$ cat src/hw/rtl/assert_macros.svh
// assertion macros shared by the rtl files
`ifndef ASSERT_MACROS_SVH
`define ASSERT_MACROS_SVH
`ifndef NO_ASSERTIONS
// clocked property, held off while reset is asserted
`define ASSERT_CLK(label, clk, rst_n, prop, msg) \
  label: assert property (@(posedge clk) disable iff (!rst_n) prop) else $error(msg);
// clocked property, checked during reset as well
`define ASSERT_CLK_ALWAYS(label, clk, prop, msg) \
  label: assert property (@(posedge clk) prop) else $error(msg);
`else
`define ASSERT_CLK(label, clk, rst_n, prop, msg)
`define ASSERT_CLK_ALWAYS(label, clk, prop, msg)
`endif
`endif

$ cat src/hw/rtl/svst_pkg.sv
// shared types and constants for the small value set table
package svst_pkg;

  // default number of entry cells
  localparam int unsigned SVST_CAPACITY = 16;

  localparam int unsigned OP_W     = 2;
  localparam int unsigned VAL_W    = 32;
  localparam int unsigned STAT_W   = 2;
  localparam int unsigned OUT_IDX_W = 5;

  typedef logic [OP_W-1:0]   opcode_t;
  typedef logic [VAL_W-1:0]  value_t;
  typedef logic [STAT_W-1:0] status_t;

  // operation codes
  localparam opcode_t OP_INSERT = 2'd0;
  localparam opcode_t OP_DELETE = 2'd1;
  localparam opcode_t OP_LOOKUP = 2'd2;

  // result status codes
  localparam status_t STAT_DONE   = 2'd0;
  localparam status_t STAT_DUP    = 2'd1;
  localparam status_t STAT_FULL   = 2'd2;
  localparam status_t STAT_ABSENT = 2'd3;

  // sequencer states
  typedef enum logic [1:0] {
    S_IDLE = 2'b01,
    S_UPD  = 2'b10
  } state_t;

  // per-cell control from the sequencer
  typedef struct packed {
    logic cmp_en;  // capture compare result this cycle
    logic valid;   // cell lies below the fill count
    logic load;    // write the incoming value
    logic shift;   // take the upper neighbour's entry
  } cell_ctl_t;

endpackage

$ cat src/hw/rtl/small_value_set_table.sv
// top level of the small value set table
// A set of up to CAPACITY distinct 32-bit values kept in insertion order, one
// value per cell in a row of cells. In the cycle a transaction is accepted,
// every occupied cell compares its entry with the value and keeps a match
// flag; then, in the update state, the lowest match is picked and
// the row is updated (insert writes the cell at the fill count, delete has
// every cell from the match upward take its upper neighbour's entry). The
// result sits in an output register, so a new transaction is accepted while
// the previous result still waits; the update cycle stalls only if that
// register is still full. The next transaction waits for that update.
// No clearing pass after reset: cells are only read below the fill count.
`include "assert_macros.svh"

module small_value_set_table
  import svst_pkg::*;
#(
  parameter int unsigned CAPACITY = SVST_CAPACITY
) (
  input  logic        clk,
  input  logic        rst_n,
  // input transactions
  input  logic        in_tvalid,
  output logic        in_tready,
  input  logic [31:0] in_tdata,   // [31:0] value
  input  logic [1:0]  in_tuser,   // [1:0] opcode
  // result transactions
  output logic        out_tvalid,
  input  logic        out_tready,
  output logic [15:0] out_tdata   // [1:0] status, [2] found, [7:3] position,
                                  // [12:8] count, [15:13] zero
);

  localparam int unsigned CW = $clog2(CAPACITY + 1);
  localparam int unsigned IW = (CAPACITY > 1) ? $clog2(CAPACITY) : 1;

  state_t            state_r, state_nxt;
  logic [CW-1:0]     cnt_r, cnt_nxt;
  opcode_t           op_r, op_nxt;
  value_t            value_r, value_nxt;
  logic              out_valid_r, out_valid_nxt;
  logic [15:0]       out_data_r, out_data_nxt;

  logic              in_go;
  logic              upd_go;
  logic              ins_go;
  logic              del_go;
  logic              full;
  logic              any_hit;
  logic [IW-1:0]     first_idx;
  logic [CW-1:0]     pos;
  status_t           status;
  logic [CAPACITY-1:0] hits;
  logic [CAPACITY-1:0] at_or_above;
  value_t            entries [CAPACITY];
  cell_ctl_t         ctl [CAPACITY];

  assign in_go     = in_tvalid && in_tready;
  assign in_tready = (state_r == S_IDLE);
  assign upd_go    = (state_r == S_UPD) && (!out_valid_r || out_tready);
  assign full      = (cnt_r == CW'(CAPACITY));

  // row of entry cells
  for (genvar i = 0; i < CAPACITY; i++) begin : g_cell
    value_t nb;
    if (i == CAPACITY - 1) begin : g_top
      assign nb = entries[i];
    end else begin : g_mid
      assign nb = entries[i+1];
    end

    assign ctl[i].cmp_en = in_go;
    assign ctl[i].valid  = (CW'(i) < cnt_r);
    assign ctl[i].load   = ins_go && (cnt_r == CW'(i));
    assign ctl[i].shift  = del_go && at_or_above[i];

    svst_cell u_cell (
      .clk        (clk),
      .ctl        (ctl[i]),
      .cmp_value  (in_tdata),
      .load_value (value_r),
      .next_entry (nb),
      .entry      (entries[i]),
      .hit        (hits[i])
    );
  end

  svst_first_match #(
    .N  (CAPACITY),
    .IW (IW)
  ) u_first (
    .hits        (hits),
    .any_hit     (any_hit),
    .first_idx   (first_idx),
    .at_or_above (at_or_above)
  );

  assign pos = any_hit ? CW'(first_idx) : cnt_r;

  // operation decode and status
  always_comb begin
    ins_go  = 1'b0;
    del_go  = 1'b0;
    status  = STAT_DONE;
    cnt_nxt = cnt_r;
    case (op_r)
      OP_INSERT: begin
        if (any_hit) begin
          status = STAT_DUP;
        end else if (full) begin
          status = STAT_FULL;
        end else begin
          ins_go  = upd_go;
          cnt_nxt = upd_go ? cnt_r + CW'(1) : cnt_r;
        end
      end
      OP_DELETE: begin
        if (!any_hit) begin
          status = STAT_ABSENT;
        end else begin
          del_go  = upd_go;
          cnt_nxt = upd_go ? cnt_r - CW'(1) : cnt_r;
        end
      end
      default: begin
        status = STAT_DONE;
      end
    endcase
  end

  // sequencer
  always_comb begin
    state_nxt = state_r;
    unique case (state_r)
      S_IDLE: begin
        if (in_go) begin
          state_nxt = S_UPD;
        end
      end
      S_UPD: begin
        if (upd_go) begin
          state_nxt = S_IDLE;
        end
      end
      default: begin
        state_nxt = S_IDLE;
      end
    endcase
  end

  // captured transaction
  always_comb begin
    op_nxt    = op_r;
    value_nxt = value_r;
    if (in_go) begin
      op_nxt    = in_tuser;
      value_nxt = in_tdata;
    end
  end

  // output register
  always_comb begin
    out_valid_nxt = out_valid_r;
    out_data_nxt  = out_data_r;
    if (upd_go) begin
      out_valid_nxt = 1'b1;
      out_data_nxt  = {3'b000, OUT_IDX_W'(cnt_nxt), OUT_IDX_W'(pos), any_hit, status};
    end else if (out_tready) begin
      out_valid_nxt = 1'b0;
    end
  end

  always_ff @(posedge clk) begin
    if (!rst_n) begin
      state_r     <= S_IDLE;
      cnt_r       <= '0;
      out_valid_r <= 1'b0;
    end else begin
      state_r     <= state_nxt;
      cnt_r       <= cnt_nxt;
      out_valid_r <= out_valid_nxt;
    end
  end

  always_ff @(posedge clk) begin
    op_r       <= op_nxt;
    value_r    <= value_nxt;
    out_data_r <= out_data_nxt;
  end

  assign out_tvalid = out_valid_r;
  assign out_tdata  = out_data_r;

  // checks
  `ASSERT_CLK(a_cnt_bound, clk, rst_n, cnt_r <= CW'(CAPACITY), "fill count above capacity")
  `ASSERT_CLK(a_accept_to_upd, clk, rst_n, in_go |=> (state_r == S_UPD), "no update after accept")
  `ASSERT_CLK(a_reject_keeps_cnt, clk, rst_n, (upd_go && (status != STAT_DONE)) |=> $stable(cnt_r), "count changed on rejected operation")
  `ASSERT_CLK(a_one_change, clk, rst_n, !(ins_go && del_go), "insert and delete together")

endmodule

$ cat src/hw/rtl/svst_cell.sv
// one entry cell: stored value, equality compare and shift from neighbour
module svst_cell
  import svst_pkg::*;
(
  input  logic      clk,
  input  cell_ctl_t ctl,
  input  value_t    cmp_value,   // value of the incoming transaction
  input  value_t    load_value,  // value to write on insert
  input  value_t    next_entry,  // entry of the upper neighbour
  output value_t    entry,
  output logic      hit
);

  value_t entry_r;
  value_t entry_nxt;
  logic   hit_r;
  logic   hit_nxt;

  // entry update: insert writes, delete pulls down from the neighbour
  always_comb begin
    entry_nxt = entry_r;
    if (ctl.load) begin
      entry_nxt = load_value;
    end else if (ctl.shift) begin
      entry_nxt = next_entry;
    end
  end

  // match flag, only for occupied cells
  always_comb begin
    hit_nxt = hit_r;
    if (ctl.cmp_en) begin
      hit_nxt = ctl.valid && (entry_r == cmp_value);
    end
  end

  always_ff @(posedge clk) begin
    entry_r <= entry_nxt;
    hit_r   <= hit_nxt;
  end

  assign entry = entry_r;
  assign hit   = hit_r;

endmodule

$ cat src/hw/rtl/svst_first_match.sv
// picks the lowest matching cell and the mask of cells at or above it
module svst_first_match
  import svst_pkg::*;
#(
  parameter int unsigned N  = SVST_CAPACITY,
  parameter int unsigned IW = (N > 1) ? $clog2(N) : 1
) (
  input  logic [N-1:0]  hits,
  output logic          any_hit,
  output logic [IW-1:0] first_idx,
  output logic [N-1:0]  at_or_above
);

  logic [N-1:0] neg_hits;
  logic [N-1:0] first_oh;

  // lowest set bit and everything from it upward, via one negate
  assign neg_hits    = -hits;
  assign first_oh    = hits & neg_hits;
  assign at_or_above = hits | neg_hits;
  assign any_hit     = |hits;

  // one-hot to index
  always_comb begin
    first_idx = '0;
    for (int unsigned i = 0; i < N; i++) begin
      if (first_oh[i]) begin
        first_idx = first_idx | IW'(i);
      end
    end
  end

endmodule
$ cat config.mk
export PLATFORM = sky130hd
export DESIGN_NAME = small_value_set_table
export DESIGN_NICKNAME = d
export VERILOG_FILES = /design/src/hw/rtl/svst_pkg.sv /design/src/hw/rtl/small_value_set_table.sv /design/src/hw/rtl/svst_cell.sv /design/src/hw/rtl/svst_first_match.sv
export VERILOG_INCLUDE_DIRS = /design/src /design/src/hw/rtl
export SDC_FILE = /design/constraint.sdc
export NUM_CORES = 1
export LEC_CHECK = 0
export BUFFER_PORTS_ARGS = -buffer_cell sky130_fd_sc_hd__buf_2
export CORE_UTILIZATION = 55
export DETAILED_ROUTE_END_ITERATION = 8
export GPL_ROUTABILITY_DRIVEN = 0
export PLACE_DENSITY = 0.81
export RECOVER_POWER = 100
export SLEW_MARGIN = 10
export SYNTH_ARGS = -nofsm -noshare
export SYNTH_HDL_FRONTEND = slang
export SYNTH_SLANG_ARGS = --single-unit
export TNS_END_PERCENT = 20
$ cat constraint.sdc
create_clock -name clk -period 5 [get_ports clk]
set_input_delay 0.25 -clock clk [delete_from_list [all_inputs] [get_ports clk]]
set_output_delay 0.25 -clock clk [all_outputs]
set_load 0.005 [all_outputs]
==> results of run 1 <==
## cell usage in the layout, fill, tap and decap left out, types with 5 or more instances in the layout
cell type                     n
sky130_fd_sc_hd__edfxtp_1   575
sky130_fd_sc_hd__xor2_1     323
sky130_fd_sc_hd__mux2_2     317
sky130_fd_sc_hd__nand2_1    313
sky130_fd_sc_hd__xnor2_1    193
sky130_fd_sc_hd__nor4_1      93
sky130_fd_sc_hd__clkbuf_1    71
sky130_fd_sc_hd__mux2_1      67
sky130_fd_sc_hd__nand4_1     62
sky130_fd_sc_hd__clkbuf_16   59
sky130_fd_sc_hd__buf_4       39
sky130_fd_sc_hd__nor2_1      26
sky130_fd_sc_hd__nor3_1      26
sky130_fd_sc_hd__nand3_1     22
sky130_fd_sc_hd__a21oi_1     14
sky130_fd_sc_hd__clkinv_2    12
sky130_fd_sc_hd__buf_2       12
sky130_fd_sc_hd__clkbuf_2    12
sky130_fd_sc_hd__inv_1       11
sky130_fd_sc_hd__clkinv_1     9
sky130_fd_sc_hd__diode_2      8
sky130_fd_sc_hd__dfxtp_1      8
sky130_fd_sc_hd__nand2b_1     7
sky130_fd_sc_hd__o21ai_0      7
sky130_fd_sc_hd__bufinv_16    7
sky130_fd_sc_hd__nor2b_1      6
sky130_fd_sc_hd__or4_1        5
sky130_fd_sc_hd__nor4_4       5
sky130_fd_sc_hd__ha_1         5
## flip-flops by register name (all words and copies together), names as in the netlist
| signal | count |
|---|---|
| cnt_r | 5 |
| g_cell.u_cell.entry | 512 |
| g_cell.u_cell.hit | 16 |
| op_r | 2 |
| out_tdata | 13 |
| out_tvalid | 1 |
| state_r | 2 |
| value_r | 32 |
## logic make-up after synthesis
| group | Yosys count |
|---|---|
| AND/OR/NAND/NOR | 590 |
| XOR/XNOR | 516 |
| multiplexers | 386 |
| buffers and inverters | 182 |
| adder cells (fa/ha/maj) | 5 |
| flip-flops | 583 |
| AO/OA/AOI/OAI | 51 |
| other | 1 |
## stage by stage
| step | utilization, % | instances | power, uW |
|---|---|---|---|
| 4_1_cts | 61.1 | 3125 | 10500 |
| 2_1_floorplan | - | 2316 | 5830 |
| 6_report | 60.5 | 3133 | 10600 |
| 3_3_place_gp | 57.5 | 3013 | 6130 |
| 5_1_grt | 60.4 | 3125 | 10700 |
| 3_5_place_dp | 57.5 | 3014 | 6150 |
## layout make-up
class / instances / area [um2]
fillers: 4069 / 21700
flip-flops and latches: 583 / 17400
multi-input cells: 1551 / 12200
clock buffers: 74 / 1530
well taps: 748 / 936
repair buffers: 123 / 668
clock inverters: 34 / 404
inverters: 12 / 45.0
diodes: 8 / 20.0
## timing repair
action | 4_1_cts | 5_1_grt
gates resized for setup | 0 | 0
hold endpoints to repair | 9 | 0
hold buffers | 3 | 0
## power groups by stage
stage | registers (uW) | logic (uW) | clock network [uW]
global placement | 5600 | 527 | 0
detailed placement | 5600 | 544 | 0
finish | 5510 | 570 | 4500
global route | 5500 | 575 | 4670
floorplan | 5490 | 339 | 0
CTS | 5500 | 550 | 4480
## how the worst min path moves through the flow
| stage | depth (start not counted) | slack, ns | endpoint |
|---|---|---|---|
| final | 3 | 0.06 | out_tvalid$_SDFFE_PN0P_ |
| after floorplan | 0 | 0.35 | op_r[0]$_DFFE_PP_ |
| after CTS | 1 | 0.02 | value_r[3]$_DFFE_PP_ |
| after detailed placement | 1 | 0.43 | op_r[1]$_DFFE_PP_ |
| after global routing | 3 | 0.06 | out_tvalid$_SDFFE_PN0P_ |
| after global placement | 1 | 0.46 | op_r[1]$_DFFE_PP_ |
## per-layer routing
| metal | vias up | share of wire, % | track usage [%] |
|---|---|---|---|
| met5 | - | 0.013 | 0 |
| met4 | 2 | 7.9 | 22.8 |
| met3 | 487 | 14 | 11.2 |
| met2 | 1746 | 44 | 52.9 |
| met1 | 9878 | 34 | 43.1 |
| li1 | 8364 | - | - |
## worst register-to-register path, cell delays in order, from the launching register on
cell	delay, ns
sky130_fd_sc_hd__edfxtp_1	0.46
sky130_fd_sc_hd__nor4_1	0.71
sky130_fd_sc_hd__and4_1	0.34
sky130_fd_sc_hd__inv_2	0.22
sky130_fd_sc_hd__nor4_4	0.51
sky130_fd_sc_hd__nand2_2	0.60
sky130_fd_sc_hd__nand2_1	0.26
sky130_fd_sc_hd__clkbuf_2	0.70
==> results.md, run 1 <==
| Group | Quantity | This run |
|---|---|---|
| run status | Run status | finished with violations |
| run status | Violated checks | max-capacitance violations, max-slew violations |
| timing | Slew at the pin with the worst max-slew slack | 3.36 ns |
| setup path | Biggest fanout along the worst timing path | 33 |
| run | Maximum Capacitance Violations | 31 |
| routing | Total detailed-routing wirelength | 98700 um |
| setup path | Highest-delay cell along the critical path | sky130_fd_sc_hd__nor4_1 |
| cells and area | # nets final | 2373 |
| pwr | Fraction of power consumed by the clock network | 42.5% |
| setup path | Register-to-register path setup slack | 0.81 ns |
| synthesis | Sequential fraction of the synthesis area | 57.0% |
| die | Placement Rows | 86 |
| worst hold path | Type of the most critical hold path | input port to register |
| clock tree | Post-CTS clock slew at the launch and capture registers of the worst setup and hold paths | 0.06 ns |
| die | Vert. Die Dim | 238 um |
| grt | Wire length of the first global-routing pass | 140000 um |
| routing | ANT nets after route | 0 |
| setup path | Required time at the endpoint of the critical path | 5.27 ns |
| placement | Pre-CTS setup slack | 1.48 ns |
| synthesis | Share of Yosys cell area claimed by the top area cell type | 56.5% |
| synthesis | Share of synthesized flip-flops with an asynchronous set or reset | 0% |
| synthesis | Synthesized-area fraction occupied by adder cells | 0.205% |
| placement | Buffers added on ports | 52 |
| setup path | Crit path launch type | register |
| worst hold path | Startpoint of the tightest hold check path | out_tready |
| placement | Area after detailed placement | 31600 um2 |
| pwr | Comb power frac | 5.4% |
| setup path | Stages on worst setup path | 7 |
| die | Initial standard-cell utilization of the core | 55.6% |
| synthesis | Count of flip-flops with a built-in enable after synthesis | 575 |
| synthesis | Multiplexer area fraction after synthesis | 14.8% |
| timing | Fmax achieved | 239 MHz |
| synthesis | Top cells by instance count after synthesis | sky130_fd_sc_hd__edfxtp_1 (575), sky130_fd_sc_hd__mux2_2 (329), sky130_fd_sc_hd__xor2_1 (323), sky130_fd_sc_hd__nand2_1 (314), sky130_fd_sc_hd__xnor2_1 (193) |
| timing | Hold WS | 0.0563 ns |
| routing | Routed via count | 20500 |
| pwr | Sequential share of power | 52.1% |
| grt | Global-route total usage across every layer | 35.0% |
| pwr | Switching share of power | 23.7% |
| timing | Final setup violation count | 0 |
| timing | Final worst setup slack | 0.811 ns |
| clock tree | Cell at the root of the clock tree | sky130_fd_sc_hd__clkbuf_16 |
| grt | Vias in the first global route | 20200 |
| pwr | Static Leak | 0.0113 uW |
| synthesis | Largest cells by area after synthesis | sky130_fd_sc_hd__edfxtp_1 (57%), sky130_fd_sc_hd__mux2_2 (12%), sky130_fd_sc_hd__xor2_1 (9.3%) |
| cells and area | Share of cells above drive strength 1 | 20.6% |
| synthesis | Synthesis Warnings | 0 |
| timing | Worst Skew | 0.0397 ns |
| pwr | Reported net switching power | 2510 uW |
| setup path | Dominant delay contributor by cell family on the critical path | simple AND/OR/NAND/NOR gates |
| timing | Headroom to the max-slew limit | -124% |
| setup path | Origin of the critical flop-to-flop path | g_cell[1].u_cell.hit$_DFFE_PP_ |
| grt | Antenna violations before repair | 8 |
| clock tree | CTS Sinks | 583 |
| cells and area | Final design area excluding fillers | 33300 um2 |
| setup path | Capture instance of the worst register-to-register path | g_cell[0].u_cell.entry[6]$_DFFE_PP_ |
| setup path | Setup crit end | g_cell[0].u_cell.entry[6]$_DFFE_PP_ |
| synthesis | Number of library cell types mapped by synthesis | 54 |
| synthesis | Cell area after synthesis | 30500 um2 |
| synthesis | Syn Area/Cell | 13.2 um2 |
| die | DIE WIDTH | 238 um |
| grt | Global-route congestion overflow total | 0 |
| pwr | Worst vdd rail ir drop | 0.283 mV |
| timing | Unrepaired setup endpoints after global routing | no |
| pwr | Power Internal | 8070 uW |
| synthesis | Post-synthesis cell type with the largest combined area | sky130_fd_sc_hd__edfxtp_1 |
| routing | Detailed Routing Iterations Pass 1 | 6 |
| routing | Vias per cell | 6.54 |
| synthesis | Combinational family with the most area after synthesis | multiplexers |
| die | Area enclosed by the die boundary | 56500 um2 |
| timing | Final period utilization | 83.8% |
| setup path | WS Path Type | register to register |
| timing | Hold Vio Cnt, Final | 0 |
| setup path | Buffers & Inverters on Critical Path | 2 |
| routing | Wire length per cell | 31.5 um |
| setup path | Depth of the worst register-to-register path | 7 |
| placement | Placed wire-length estimate after detailed placement | 65200 um |
| routing | Residual DRC | 0 |
| synthesis | Fraction of the mapped netlist area in compound gates | 1.09% |
| timing | Setup TNS | 0 ns |
| synthesis | Leading cell type by number of instances after synthesis | sky130_fd_sc_hd__edfxtp_1 |
| cells and area | Growth of design area from synthesis to finish | 8.86% |
| die | Number of top-level pins | 56 |
| synthesis | Post-synth top flop | sky130_fd_sc_hd__edfxtp_1 |
| timing | Final slew viol count | 593 |
| clock tree | Maximum clock insertion buffer count | 3 |
| die | Placeable core region | 55000 um2 |
| pwr | Pwr dens | 318 nW/um2 |
| setup path | Worst-path cell chain | nor4_1 -> and4_1 -> inv_2 -> nor4_4 -> nand2_2 -> nand2_1 -> clkbuf_2 |
| routing | Violation count after the first detailed-route iteration | 3041 |
| synthesis | Area share of and/or/nand/nor cells after synthesis | 9.46% |
| grt | Maximum number of pins on one net before global-route repair | 52 |
| clock tree | Clock Latency Late Sink | 0.67 ns |
| setup path | Worst Setup SP | g_cell[1].u_cell.hit$_DFFE_PP_ |
| setup path | Slowest cell delay on critical path | 0.71 ns |
| synthesis | Total of flip-flops plus latches after synthesis | 583 |
| setup path | Nature of the critical path endpoint | register |
| timing | Final critical path time including I/O delays and setup | 4.19 ns |
| setup path | Data arrival time of the critical path | 4.46 ns |
| synthesis | Number of instances in the synthesized netlist | 2314 |
| clock tree | Max H-tree Level | 2 |
| clock tree | Post-CTS setup buffers | 0 |
| clock tree | Clock tree from TritonCTS | yes |
| synthesis | Xor-xnor portion of the synthesized cell area | 14.8% |
| clock tree | Number of buffers created by CTS | 59 |
Note: power is estimated with default switching activity, not from simulation.
==> inputs of run 2 (changes only) <==
--- a/config.mk
+++ b/config.mk
@@ -10,7 +10,7 @@
 export CORE_UTILIZATION = 55
 export DETAILED_ROUTE_END_ITERATION = 8
 export GPL_ROUTABILITY_DRIVEN = 0
-export PLACE_DENSITY = 0.81
+export PLACE_DENSITY = 0.78
 export RECOVER_POWER = 100
 export SLEW_MARGIN = 10
 export SYNTH_ARGS = -nofsm -noshare
==> constraint.sdc (replaced) <==
create_clock -name clk -period 4.13 [get_ports clk]
set_input_delay 0.2065 -clock clk [delete_from_list [all_inputs] [get_ports clk]]
set_output_delay 0.2065 -clock clk [all_outputs]
set_load 0.005 [all_outputs]
==> run 2 against run 1 <==
The run still ends with max-capacitance violations, max-slew violations left. Register-to-register slack worse by 0.50 ns. Non-clock buffer count up 25. Count of clock-buffer cells in the layout is 16 higher. Combinational power increased by 24%. Cell area rose by 0.15%. Largest power group unchanged.
==> results.md, run 2 (same netlist as run 1, synthesis figures left out) <==
| Group | Quantity | This run | Change |
|---|---|---|---|
| run status | Run status | finished with violations |  |
| run status | Violated checks | max-capacitance violations, max-slew violations |  |
| routing | Length of routed wiring on met1 | 34800 um | +3.5% |
| clock tree | Number of buffers created by CTS | 59 | unchanged |
| setup path | Biggest fanout along the worst timing path | 32 | -3.0% |
| clock tree | CTS Sinks | 583 | unchanged |
| grt | Wire length of the first global-routing pass | 142000 um | +0.98% |
| timing | Slew at the pin with the worst max-slew slack | 2.11 ns | -1.25 ns |
| routing | Detailed route wirelength on metal2 | 44300 um | +2.6% |
| pwr | Power after layout | 12500 uW | +19% |
| routing | Detailed Routing Iterations Pass 1 | 7 | +1 |
| routing | Residual DRC | 0 | unchanged |
| clock tree | Max H-tree Level | 2 | unchanged |
| setup path | Data arrival time of the critical path | 4.20 ns | -0.26 ns |
| die | Placement Rows | 86 | unchanged |
| routing | Vias per cell | 6.50 | -0.61% |
| routing | Top layer reached by signal wires | met5 |  |
| timing | Final setup violation count | 0 | unchanged |
| clock tree | Clock Latency Late Sink | 0.66 ns | about the same |
| cells and area | Final-layout fill cell count | 4212 | +3.5% |
| timing | Final period utilization | 92.5% | +8.7 points |
| timing | Hold Vio Cnt, Final | 0 | unchanged |
| cells and area | Multi-input gate area in the final layout | 12200 um2 | unchanged |
| setup path | Depth of the worst register-to-register path | 7 | unchanged |
| routing | Detailed-routed wire length on met3 | 12500 um | -11% |
| clock tree | Post-CTS clock slew at the launch and capture registers of the worst setup and hold paths | 0.07 ns | about the same |
| routing | Routed via count | 20500 | +0.029% |
| routing | Wire length per cell | 31.7 um | +0.65% |
| clock tree | Post-CTS setup buffers | 0 | unchanged |
| routing | Total detailed-routing wirelength | 99900 um | +1.3% |
| worst hold path | Type of the most critical hold path | input port to register |  |
| timing | Worst Skew | 0.0335 ns | -0.00621 ns |
| pwr | Worst vdd rail ir drop | 0.355 mV | +25% |
| timing | Fmax achieved | 262 MHz | +9.6% |
| run | Maximum Capacitance Violations | 21 | -32% |
| die | Placeable core region | 55000 um2 | unchanged |
| grt | Maximum number of pins on one net before global-route repair | 34 | -35% |
| worst hold path | Number of cells traversed by the worst hold path | 3 | unchanged |
| placement | Buffers added on ports | 52 | unchanged |
| pwr | Static Leak | 0.0114 uW | +0.59% |
| cells and area | Share of cells above drive strength 1 | 21.3% | +0.68 points |
| cells and area | Growth of design area from synthesis to finish | 9.03% |  |
| cells and area | Commonest cells after routing, fill and taps aside | sky130_fd_sc_hd__edfxtp_1 (575), sky130_fd_sc_hd__mux2_2 (323), sky130_fd_sc_hd__xor2_1 (323), sky130_fd_sc_hd__nand2_1 (314), sky130_fd_sc_hd__xnor2_1 (193) |  |
| grt | Global-route congestion overflow total | 0 | unchanged |
| timing | Headroom to the max-slew limit | -40.4% | +84 points |
| cells and area | Storage element area | 17400 um2 | unchanged |
| timing | Unrepaired setup endpoints after global routing | no |  |
| pwr | Pwr dens | 376 nW/um2 | +18% |
| die | Initial standard-cell utilization of the core | 55.6% | unchanged |
| die | Number of top-level pins | 56 | unchanged |
| setup path | Nature of the critical path endpoint | register |  |
| die | Area enclosed by the die boundary | 56500 um2 | unchanged |
| cells and area | Most common cell after layout, fill and taps aside | sky130_fd_sc_hd__edfxtp_1 |  |
| die | Vert. Die Dim | 238 um | unchanged |
| setup path | Crit path launch type | register |  |
| clock tree | Clock tree from TritonCTS | yes |  |
| setup path | Required time at the endpoint of the critical path | 4.51 ns | -0.76 ns |
| clock tree | Maximum clock insertion buffer count | 3 | unchanged |
| grt | Antenna violations before repair | 6 | -2 |
| grt | Global-route total usage across every layer | 35.5% | +0.49 points |
| timing | Final slew viol count | 309 | -48% |
| setup path | WS Path Type | register to register |  |
| placement | Placed wire-length estimate after detailed placement | 67100 um | +2.9% |
| clock tree | Gates resized, CTS repair | 0 | unchanged |
| cells and area | # nets final | 2398 | +1.1% |
| placement | Cell Count Post-Placement | 3037 | +0.76% |
| cells and area | Max FFs per register | 512 | unchanged |
| grt | Vias in the first global route | 20400 | +0.98% |
| die | DIE WIDTH | 238 um | unchanged |
| timing | Final critical path time including I/O delays and setup | 3.82 ns | -0.368 ns |
| routing | Violation count after the first detailed-route iteration | 3118 | +2.5% |
| clock tree | Cell at the root of the clock tree | sky130_fd_sc_hd__clkbuf_16 |  |
| cells and area | Final Instance Count excl. Fillers | 3153 | +0.64% |
| clock tree | Number of buffers inserted by hold repair at cts | 5 | +2 |
| routing | ANT nets after route | 0 | unchanged |
[run 2: cell count changes in the layout (fill, tap and decap cells not counted), sizes merged]
cell	before	now
inv	12	13
clkinv	25	14
diode	8	5
bufinv	7	1
dlygate4sd3	3	5
buf	52	71
clkinvlp	2	0
clkbuf	142	162
[run 2: worst max-delay path: stages (launching register included)]
cell	delay [ns]
sky130_fd_sc_hd__edfxtp_1	0.44
sky130_fd_sc_hd__nor4_1	0.44
sky130_fd_sc_hd__and4_1	0.62
sky130_fd_sc_hd__inv_2	0.36
sky130_fd_sc_hd__nor4_4	0.57
sky130_fd_sc_hd__nand2_4	0.08
sky130_fd_sc_hd__clkbuf_2	0.50
sky130_fd_sc_hd__mux2_1	0.51
[run 2: layout make-up]
type | instances | share of cell area [%]
antenna | 5 | 0.0376
clock buffer | 90 | 4.99
clock inverter | 16 | 0.402
inverter | 12 | 0.135
multi-input combinational | 1551 | 36.7
sequential | 583 | 52.3
tap | 748 | 2.81
timing repair buffer | 148 | 2.60
[run 2: routing by layer]
layer | global-route usage [%] | vias to the layer above
met3 | 8.37 | 470
met4 | 25.4 | 2
li1 | - | 8425
met2 | 54.4 | 1549
met5 | 0 | -
met1 | 44.2 | 10000
[run 2: metrics by stage]
step | cell area, um2 | hold slack [ns] | utilization, % | setup TNS, ns | setup WS [ns]
finish | 33300 | 0.126 | 60.6 | 0 | 0.309
global route | 33300 | 0.0984 | 60.5 | 0 | 0.186
CTS | 33700 | 0.0120 | 61.2 | 0 | 0.605
detailed placement | 31800 | 0.390 | 57.9 | 0 | 0.617
global placement | 31800 | 0.401 | 57.9 | 0 | 0.702
floorplan | 30600 | 0.305 | - | -33.90 | -0.184
[run 2: final timing paths]
| kind | slack, ns | endpoint | startpoint |
|---|---|---|---|
| setup / recovery | 0.31 | g_cell[1].u_cell.entry[27]$_DFFE_PP_ | g_cell[4].u_cell.hit$_DFFE_PP_ |
| hold / removal | 0.13 | out_tvalid$_SDFFE_PN0P_ | out_tready |
| setup reg to reg | 0.31 | g_cell[1].u_cell.entry[27]$_DFFE_PP_ | g_cell[4].u_cell.hit$_DFFE_PP_ |
| hold reg to reg | 0.56 | g_cell[8].u_cell.entry[20]$_DFFE_PP_ | g_cell[9].u_cell.entry[20]$_DFFE_PP_ |
[run 2: report_power, final]
part | switching (uW) | internal, uW
clock network | 2330 | 2820
registers | 188 | 6490
logic | 497 | 212
total | 3010 | 9520
